### src/rtl/ppu_pkg.sv
// shared types, constants and helper functions of the particle pool
package ppu_pkg;

  localparam int POOL_SIZE_DEF = 64;
  localparam int SLOT_W        = 6;
  localparam int CNT_W         = 7;
  localparam int Q_W           = 16;
  localparam int DT_W          = 16;
  localparam int CMD_W         = 2;
  localparam int BURST_W       = 7;
  localparam int CFG_IDX_W     = 3;
  localparam int CFG_DATA_W    = 64;
  localparam int COLOR_W       = 32;
  localparam int RATE_W        = 24;
  localparam int FRAC_W        = 17;
  localparam int DRAW_N        = 8;
  localparam int MIX_N         = 5;

  localparam logic [CNT_W-1:0]  BURST_DEFAULT = CNT_W'(10);
  localparam logic [FRAC_W-1:0] FRAC_ONE      = FRAC_W'(65536);
  localparam logic [Q_W-1:0]    GRAVITY_RESET = 16'hF633;
  localparam logic [31:0]       SEED_RESET    = 32'd1;

  typedef enum logic [CMD_W-1:0] {
    CMD_TICK  = 2'd0,
    CMD_BURST = 2'd1,
    CMD_CLEAR = 2'd2
  } cmd_t;

  typedef enum logic [CFG_IDX_W-1:0] {
    REG_EMISSION_RATE  = 3'd0,
    REG_GRAVITY_Y      = 3'd1,
    REG_SPAWN_POSITION = 3'd2,
    REG_SPAWN_VELOCITY = 3'd3,
    REG_SPREAD         = 3'd4,
    REG_COLOR_RANGE    = 3'd5,
    REG_SIZE_AND_LIFE  = 3'd6,
    REG_RNG_SEED       = 3'd7
  } reg_idx_t;

  typedef enum logic [3:0] {
    ST_IDLE,
    ST_EMIT_MUL,
    ST_EMIT_ACC,
    ST_SPAWN_DRAW,
    ST_SPAWN_WRITE,
    ST_UPD_READ,
    ST_UPD_LOAD,
    ST_UPD_MUL,
    ST_UPD_ADD,
    ST_UPD_WRITE,
    ST_OUT_READ,
    ST_OUT_LOAD,
    ST_OUT_DIV,
    ST_MIX_MUL,
    ST_MIX_ADD,
    ST_OUT_SEND
  } state_t;

  typedef struct packed {
    logic [Q_W-1:0] pos_x;
    logic [Q_W-1:0] pos_y;
    logic [Q_W-1:0] pos_z;
    logic [Q_W-1:0] vel_x;
    logic [Q_W-1:0] vel_y;
    logic [Q_W-1:0] vel_z;
    logic [Q_W-1:0] life_left;
    logic [Q_W-1:0] life_total;
    logic [Q_W-1:0] start_size;
  } particle_t;

  function automatic logic [31:0] xorshift32(input logic [31:0] x);
    logic [31:0] a;
    logic [31:0] b;
    a = x ^ (x << 13);
    b = a ^ (a >> 17);
    return b ^ (b << 5);
  endfunction

  function automatic logic [Q_W-1:0] sat_s16(input logic signed [19:0] v);
    if (v > 20'sd32767) return 16'h7FFF;
    if (v < -20'sd32768) return 16'h8000;
    return v[15:0];
  endfunction

  function automatic logic [Q_W-1:0] sat_u16(input logic signed [19:0] v);
    if (v > 20'sd65535) return 16'hFFFF;
    if (v < 20'sd0) return 16'h0000;
    return v[15:0];
  endfunction

endpackage

### src/rtl/ppu_div.sv
// restoring divider for the life fraction, one quotient bit per cycle
module ppu_div import ppu_pkg::*; (
  input  logic              clk,
  input  logic              rst,
  input  logic              start,
  input  logic [Q_W-1:0]    num,
  input  logic [Q_W-1:0]    den,
  output logic              done,
  output logic [FRAC_W-1:0] quo
);

  localparam int STEP_W = $clog2(FRAC_W + 1);

  logic              busy;
  logic [STEP_W-1:0] cnt;
  logic [Q_W:0]      rem;
  logic [Q_W-1:0]    den_r;
  logic [FRAC_W-1:0] quo_r;
  logic              ge;
  logic [Q_W:0]      rem_sub;

  assign ge      = rem >= {1'b0, den_r};
  assign rem_sub = ge ? rem - {1'b0, den_r} : rem;
  assign quo     = quo_r;

  always_ff @(posedge clk) begin
    if (rst) begin
      busy <= 1'b0;
      done <= 1'b0;
      cnt  <= '0;
    end else begin
      done <= 1'b0;
      if (start) begin
        busy <= 1'b1;
        cnt  <= STEP_W'(FRAC_W);
      end else if (busy) begin
        cnt <= cnt - 1'b1;
        if (cnt == STEP_W'(1)) begin
          busy <= 1'b0;
          done <= 1'b1;
        end
      end
    end
  end

  // first compare gives the integer bit, then the fraction bits
  always_ff @(posedge clk) begin
    if (start) begin
      rem   <= {1'b0, num};
      den_r <= den;
      quo_r <= '0;
    end else if (busy) begin
      rem   <= {rem_sub[Q_W-1:0], 1'b0};
      quo_r <= {quo_r[FRAC_W-2:0], ge};
    end
  end

endmodule

### config.mk
export PLATFORM = sky130hd
export DESIGN_NAME = ppu_div
export DESIGN_NICKNAME = d
export VERILOG_FILES = /design/src/rtl/ppu_pkg.sv /design/src/rtl/ppu_div.sv
export SDC_FILE = /design/constraint.sdc
export NUM_CORES = 1
export LEC_CHECK = 0
export ABC_AREA = 1
export BUFFER_PORTS_ARGS = -buffer_cell sky130_fd_sc_hd__buf_2
export CORE_MARGIN = 2
export CORE_UTILIZATION = 55
export DETAILED_ROUTE_END_ITERATION = 8
export GPL_TIMING_DRIVEN = 0
export PLACE_DENSITY = 0.78
export RECOVER_POWER = 25
export SETUP_SLACK_MARGIN = 0.15
export SLEW_MARGIN = 15
export SYNTH_ARGS = -nofsm -noshare
export SYNTH_HDL_FRONTEND = slang
export SYNTH_SLANG_ARGS = --single-unit
export TNS_END_PERCENT = 1
### constraint.sdc
create_clock -name clk -period 2.6 [get_ports clk]
set_input_delay 0.26 -clock clk [delete_from_list [all_inputs] [get_ports clk]]
set_output_delay 0.26 -clock clk [all_outputs]
set_load 0.05 [all_outputs]
==> metrics.txt, run 1 <==
outcome finished, final reports clean; HPWL after DPL 5.88 mm; crit path time final 2.32 ns; hold buffer count at CTS 0; Syn Nets just under 500; Worst slew margin 28.3%; DP Worst Slack 0.359 ns; top cell type by total area after synthesis edfxtp_1; post_cts resized 0; Finished Core Util 66.4%; Synth top area share 28.4%; synth unique cells 35; Core Region between 5000 and 6000 µm²; Post-route DRC 0; crit path capture type flop; CP Data Arrival Time 2.41 ns; largest net degree at the start of global routing 26; Final #Nets around 550; Tcrit/Tclk final 89.1%; worst vdd ir 0.000540 V; Largest stage delay, worst path 0.44 ns; syn avg cell area 7.75 µm²; Final setup violation count 0; Port-buffer cells 52; Slew @ Worst Pin 1.07 ns; sequential area share after synthesis a little over two fifths; CP cell instances ha_1 -> nand2_2 -> nor2_2 -> nand3_1 -> nor3_4 -> nor2_4 -> nand2_4 -> buf_6 -> nand2_1 -> nand3_1 -> nand2_1; CP top delay family simple AND/OR/NAND/NOR gates; row cnt 28; worst reg2reg setup slack between 0.2 and 0.3 ns; total track usage approximately 25%; Worst Skew roughly 0.0060 ns; most frequent cells in the layout nand2_1, inv_1, buf_2; crit path launch type flop; CTS tree done; synth top area cells edfxtp_1, nand2_1, dfxtp_1; Hold Fails Final Rpt 0; Root Buffer clkbuf_8; Die H 82.5 µm; Wirelength per Cell 13.4 µm; PD cells 771 nW/µm²; worst-skew pair later-pin latency 0.34 ns; first-pass GRT wire length approximately 12 mm; diode count 0; die footprint 6800 µm²; Post-Place Cells between 500 and 600; clock sink count 57; cell count after synthesis 437; Routed Antenna Nets 0; Detailed Route WL 7.75 mm; Reg clk slew, reported paths 0.06 ns; commonest non-fill, non-tap cell in the layout nand2_1; GRT overflow 0; I/O Pins 53; Max-Cap Viols 0; Initial Util between 50% and 60%; Synth Register Bits between 50 and 60; Final WS setup 0.282 ns; via count 2,986; vias in the first global route ~2,800; RePlAce Congestion 0.921; YS warnings 0; setup bufs post-CTS 0; final total power a little over 0.003 W; Clock Path Buffers 2; Hold Path Class in -> reg; CP required 2.69 ns; unrepaired setup endpoints after global routing no; setup TNS 0 ns; worst path bufs/invs 1; DRT iter0 DRCs roughly 230; Synth Cell Area 3390 µm²; worst setup path category reg -> reg; largest fanout on the critical path 10; max-slew violations 0; antenna violations before repair 0; die width 82.5 µm; FMAX 431 MHz; final std cells w/o fill 580; layout cells sized above 1 17.0%; H-Tree Depth 3; CP max stage cell edfxtp_1; synthesis-to-layout area growth 16.1%; first-pass iteration count of the detailed router 5; Num CTS Buffers 9; Vias/cell slightly above 5; Leak 1.99 nW
[cell usage after synthesis (all sizes together)]
library cell / n
buf: 5
edfxtp: 32
a21oi: 8
and2: 2
inv: 82
a211oi: 1
fa: 1
o211ai: 1
dfxtp: 25
clkbuf: 3
nand4: 4
xor2: 2
nand3b: 18
nor3: 4
o22ai: 15
o21a: 1
nand2: 144
ha: 18
a31oi: 1
nand3: 33
and3: 1
nor2: 24
xnor2: 6
o21ai: 4
clkinv: 2
[per-layer routing]
metal | vias up | global-route usage, % | share of wire, %
li1 | 1526 | - | -
met1 | 1369 | 33.3 | 46
met2 | 81 | 39.6 | 48
met3 | 10 | 5.54 | 4.5
met4 | 0 | 7.33 | 1.4
met5 | - | 0 | 0
[per-stage QoR]
stage / cell area (µm²) / hold slack, ns
floorplan: 3390 / 0.329
global placement: 3740 / 0.436
detailed placement: 3740 / 0.438
CTS: 3930 / 0.0811
global route: 3930 / 0.0827
finish: 3930 / 0.0938
[where the power goes]
| group | internal (W) | total [W] | switching [W] |
|---|---|---|---|
| logic | 0.000419 | 0.00113 | 0.000715 |
| clock network | 0.000426 | 0.000781 | 0.000355 |
| registers | 0.00106 | 0.00111 | 0.0000505 |
| total | 0.00191 | 0.00303 | 0.00112 |
[cell type report]
class	instances	area, µm²
Clock inverter	4	25.0
Clock buffer	12	166
Fill cell	521	1990
Timing Repair Buffer	52	259
Tap cell	75	93.8
Multi-Input combinational cell	288	1560
Buffer	8	46.3
Inverter	84	315
Sequential cell	57	1460
[kinds of logic after synthesis]
| group | synth area share (%) |
|---|---|
| AND/OR/NAND/NOR | 31.5 |
| flip-flops | 43.2 |
| adder cells (fa/ha/maj) | 7.24 |
| buffers and inverters | 10.6 |
| AO/OA/AOI/OAI | 5.40 |
| XOR/XNOR | 2.07 |
[path summary, 6_finish.rpt]
check | cells past startpoint | startpoint | end
setup / recovery | 11 | rem[8] | rem[6]
setup reg to reg | 11 | rem[8] | rem[6]
hold reg to reg | 2 | quo[3] | quo[4]
hold / removal | 1 | den[2] | den_r[2]
[state kept, by name, summed over array words and instances (netlist names)]
signal  flops
done        1
rem        17
busy        1
den_r      16
quo        17
cnt         5
No activity file was read; power rests on OpenSTA's default activity.
==> run 2, diff against run 1 <==
--- a/config.mk
+++ b/config.mk
@@ -9,6 +9,7 @@
 export BUFFER_PORTS_ARGS = -buffer_cell sky130_fd_sc_hd__buf_2
 export CORE_MARGIN = 2
 export CORE_UTILIZATION = 55
+export CTS_BUF_LIST = sky130_fd_sc_hd__clkbuf_16
 export DETAILED_ROUTE_END_ITERATION = 8
 export GPL_TIMING_DRIVEN = 0
 export PLACE_DENSITY = 0.78
==> run 2 against run 1 <==
Compared with the run above:
- critical path type unchanged
- die area stayed put
- utilization is 1.5 points higher
- hold slack better by 0.011 ns
- highest routed layer unchanged
- register-to-register slack better by 0.02 ns
- routed wire length hardly changed
- clock-buffer cell count is 2 lower
- critical path depth is 3 higher
- largest power group unchanged
- final cell count stayed put
- first-iteration DRC count is 11% lower
- flip-flop and latch count stayed put
- combinational power hardly changed
- non-clock buffer count stayed put
==> metrics.txt, run 2 (same netlist as run 1, synthesis figures left out) <==
diode count 0; CP top delay family simple AND/OR/NAND/NOR gates; Max-Cap Viols 0; Vias/cell 5.08; Largest stage delay, worst path 0.42 ns; H-Tree Depth 3; Die H 82.5 µm; I/O Pins 53; HPWL after DPL a little under 6 mm; final instance area 4020 µm²; CP max stage cell fa_1; hold_ws 0.104 ns; Min-Delay Path Depth 1; outcome finished, final reports clean; GRT overflow 0; Clock Path Buffers 2; CP required 2.68 ns; commonest non-fill, non-tap cell in the layout nand2_1; setup bufs post-CTS 0; unrepaired setup endpoints after global routing no; largest fanout on the critical path 4; first-pass iteration count of the detailed router 5; Tcrit/Tclk final 88.4%; most frequent cells in the layout nand2_1, inv_1, buf_2; Worst Hold End den_r[14]; Final setup violation count 0; crit path launch type flop; total track usage 24.8%; Core Region ~6000 µm²; row cnt 28; PD cells about 830 nW/µm²; worst vdd ir approximately 0.00073 V; Top cell by count, worst path nand2_1; Root Buffer clkbuf_16; Slew @ Worst Pin 1.09 ns; FMAX 435 MHz; post_cts resized 0; hold buffer count at CTS 0; Leak around 2.0 nW; die width 82.5 µm; crit path capture type flop; DRT iter0 DRCs 202; die footprint 6800 µm²; CTS tree done; clock sink count 57; setup TNS 0 ns; first-pass GRT wire length roughly 12 mm; antenna violations before repair 0; crit path time final between 2 and 2.5 ns; Wirelength per Cell roughly 13 µm; Hold Fails Final Rpt 0; worst reg2reg endpoint rem[15]; CP Data Arrival Time 2.38 ns; Worst Skew 0.00501 ns; Initial Util 57.2%; CP startpoint rem[0]; CP cell instances inv_1 -> ha_1 -> inv_1 -> fa_1 -> nand2_1 -> nand2_1 -> nand3_1 -> nand2_1 -> nand2_1 -> nand3b_1 -> nand2_1 -> nand2_1 -> nand3_1 -> nand2_1; Crit Reg-Reg Startpoint rem[0]; layout cells sized above 1 16.8%; vias in the first global route 2,759; worst-skew pair later-pin latency around 0.33 ns; worst path bufs/invs 2; Port-buffer cells 52; final std cells w/o fill 580; Hold Path Class in -> reg; Detailed Route WL 7.76 mm; Reg clk slew, reported paths 0.05 ns; largest net degree at the start of global routing 26; via count 2,948; RePlAce Congestion ~0.9; Routed Antenna Nets 0; Final #Nets 554; Post-DP Area 3740 µm²; worst reg2reg setup slack 0.30 ns; Num CTS Buffers 9; Post-route DRC 0; Post-Place Cells 564; min-delay src den[14]; Worst slew margin 27.6%; worst setup path category reg -> reg; max-slew violations 0; synthesis-to-layout area growth 18.8%; R2R depth 14
[run 2: cell types whose count changed in the layout (fill, tap and decap cells not counted)]
| cell | delta |
|---|---|
| clkbuf_8 | -10 |
| clkinv_1 | +1 |
| clkbuf_16 | +9 |
| inv_1 | +1 |
| clkbuf_1 | -1 |
[run 2: through the flow]
stage | utilization [%] | total power [W] | worst slack [ns]
global route | 67.9 | 0.00353 | 0.211
CTS | 68.0 | 0.00333 | 0.328
finish | 67.9 | 0.00334 | 0.302
floorplan | - | 0.00197 | 0.677
global placement | 63.2 | 0.00221 | 0.245
detailed placement | 63.2 | 0.00224 | 0.359
[run 2: worst max path at each step]
stage	to	cells past startpoint
floorplan	rem[15]	14
global placement	rem[10]	4
detailed placement	rem[6]	11
CTS	rem[6]	11
global route	rem[6]	13
finish	rem[15]	14
[run 2: cell type report]
class | count | area, µm²
multi-input combinational | 288 | 1560
inverter | 84 | 315
clock inverter | 6 | 32.5
tap | 75 | 93.8
timing repair buffer | 52 | 259
buffer | 8 | 46.3
clock buffer | 10 | 250
fill | 505 | 1900
sequential | 57 | 1460
[run 2: worst register-to-register path, cell delays in order, from the launching register on]
cell and delay, ns:
edfxtp_1 0.35, inv_1 0.09, ha_1 0.19, inv_1 0.11
fa_1 0.42, nand2_1 0.09, nand2_1 0.11, nand3_1 0.10
nand2_1 0.12, nand2_1 0.12, nand3b_1 0.08, nand2_1 0.09
nand2_1 0.05, nand3_1 0.07, nand2_1 0.05
[run 2: per-layer routing]
metal	routed length, µm	part of all wire [%]	track usage [%]	up-vias
li1	-	-	-	1526
met1	3600	46	33.4	1328
met2	3640	47	39.6	82
met3	390	5.0	4.89	12
met4	122	1.6	8.83	0
met5	0	0	0	-
[run 2: report_power, final]
part / total, W / internal [W] / switching (W)
combinational: 0.00113 / 0.000420 / 0.000715
clock: 0.00108 / 0.000690 / 0.000395
sequential: 0.00112 / 0.00107 / 0.0000508
==> run 3, diff against run 2 <==
--- a/config.mk
+++ b/config.mk
@@ -8,11 +8,10 @@
 export ABC_AREA = 1
 export BUFFER_PORTS_ARGS = -buffer_cell sky130_fd_sc_hd__buf_2
 export CORE_MARGIN = 2
-export CORE_UTILIZATION = 55
+export CORE_UTILIZATION = 31
 export CTS_BUF_LIST = sky130_fd_sc_hd__clkbuf_16
 export DETAILED_ROUTE_END_ITERATION = 8
 export GPL_TIMING_DRIVEN = 0
-export PLACE_DENSITY = 0.78
 export RECOVER_POWER = 25
 export SETUP_SLACK_MARGIN = 0.15
 export SLEW_MARGIN = 15
==> run 3 against run 2 <==
Compared with the run above:
- register-to-register slack about the same
- non-clock buffer count unchanged
- clock skew increased by 0.0020 ns
- final cell count increased by 11%
- utilization decreased by 30 points
- power increased by 0.48%
==> metrics.txt, run 3 (same netlist as run 1, synthesis figures left out) <==
outcome finished, final reports clean; worst setup path category reg -> reg; crit path time final 2.30 ns; diode count 0; Clock Path Buffers 2; I/O Pins 53; RePlAce Congestion 0.898; Core Region between 10,000 and 15,000 µm²; Crit Reg-Reg Startpoint rem[3]; die footprint approximately 12,000 µm²; CTS tree done; min-delay src den[2]; final total power ~0.0034 W; Worst Skew 0.00700 ns; Final #Nets around 550; Tcrit/Tclk final 88.3%; commonest non-fill, non-tap cell in the layout nand2_1; DRT iter0 DRCs 158; Hold Fails Final Rpt 0; hold buffer count at CTS 0; Initial Util 31.5%; Max-Cap Viols 0; antenna violations before repair 0; Root Buffer clkbuf_16; post_cts resized 0; R2R depth 12; Vias/cell 4.47; synthesis-to-layout area growth 21.5%; die width 109 µm; unrepaired setup endpoints after global routing no; CP required 2.68 ns; setup TNS 0 ns; Die H 109 µm; Final setup violation count 0; vias in the first global route 2,778; Post-route DRC 0; clock sink count 57; Leak 2.03 nW; GRT overflow 0; layout cells sized above 1 17.8%; worst reg2reg endpoint rem[6]; FMAX 436 MHz; Wirelength per Cell 12.4 µm; via count around 2,900; CP Capture Point rem[6]; most frequent cells in the layout nand2_1, inv_1, buf_2; CP Data Arrival Time about 2.4 ns; HPWL after DPL 6.18 mm; Worst slew margin 25.1%; Routed Antenna Nets 0; crit path capture type flop; worst-skew pair later-pin latency 0.33 ns; Num CTS Buffers 9; first-pass GRT wire length 13.2 mm; Detailed Route WL 8.02 mm; setup bufs post-CTS 0; CP startpoint rem[3]; Slew @ Worst Pin roughly 1.1 ns; Port-buffer cells 52; crit path launch type flop; fillers 1,132; Hold Path Class in -> reg; total track usage 14.6%; worst vdd ir around 0.00044 V; PD cells 815 nW/µm²; worst reg2reg setup slack 0.30 ns; H-Tree Depth 3; largest net degree at the start of global routing 26; max-slew violations 0; first-pass iteration count of the detailed router 4; Reg clk slew, reported paths 0.06 ns; row cnt 38; largest fanout on the critical path 10
-- run 3: cell types whose count changed in the layout (fill, tap and decap cells not counted) --
| cell | delta |
|---|---|
| clkinv_2 | -1 |
| ha_2 | +2 |
| buf_2 | -1 |
| clkbuf_4 | +1 |
| clkinvlp_4 | -1 |
| clkbuf_16 | -1 |
| clkinv_4 | +1 |
| clkinv_1 | -2 |
| inv_8 | +1 |
| inv_1 | -1 |
| ha_1 | -2 |
| inv_4 | +2 |
| inv_6 | +2 |
-- run 3: routing by layer --
metal | wire length (µm) | part of all wire [%] | global-route usage [%] | vias up
li1 | - | - | - | 1529
met1 | 3860 | 48 | 19.0 | 1299
met2 | 3830 | 48 | 23.5 | 45
met3 | 238 | 3.0 | 3.62 | 7
met4 | 91 | 1.1 | 5.13 | 0
met5 | 0 | 0 | 0 | -
-- run 3: critical path, stage by stage, from the launching register on --
cell and delay [ns]:
edfxtp_1 0.41, ha_1 0.39, nand2_1 0.15, inv_1 0.06
nand2_1 0.08, nand2_1 0.05, nand2_1 0.09, nand3_2 0.12
nand3_4 0.14, clkbuf_4 0.24, nand3b_1 0.09, nand3_1 0.14
nand2_1 0.07
-- run 3: worst min path at each step --
stage | slack, ns | cells past startpoint | endpoint
2_1_floorplan | 0.33 | 1 | cnt[4]
3_3_place_gp | 0.44 | 1 | den_r[9]
3_5_place_dp | 0.44 | 1 | den_r[14]
4_1_cts | 0.09 | 1 | den_r[4]
5_1_grt | 0.09 | 1 | den_r[1]
6_report | 0.10 | 1 | den_r[2]
-- run 3: report_power, final --
group | switching, W | internal (W) | total, W
combinational | 0.000698 | 0.000420 | 0.00112
sequential | 0.0000474 | 0.00106 | 0.00111
clock | 0.000461 | 0.000661 | 0.00112
total | 0.00121 | 0.00215 | 0.00335
-- run 3: layout make-up --
type                       instances  area, µm²  area share, %
sequential                        57       1460           35.5
clock inverter                     7       58.8           1.43
tap                              140        175           4.26
clock buffer                       9        225           5.48
buffer                             8       48.8           1.19
multi-input combinational        288       1570           38.2
timing repair buffer              52        259           6.30
inverter                          84        315           7.67
-- run 3: metrics by stage --
stage,hold slack (ns),cells,area (µm²),setup slack [ns],util [%]
floorplan,0.329,437,3390,0.677,-
finish,0.101,645,4110,0.305,38.3
CTS,0.0874,645,4110,0.249,38.2
detailed placement,0.438,629,3820,0.270,35.6
global route,0.0887,645,4110,0.155,38.3
global placement,0.436,629,3820,0.172,35.6
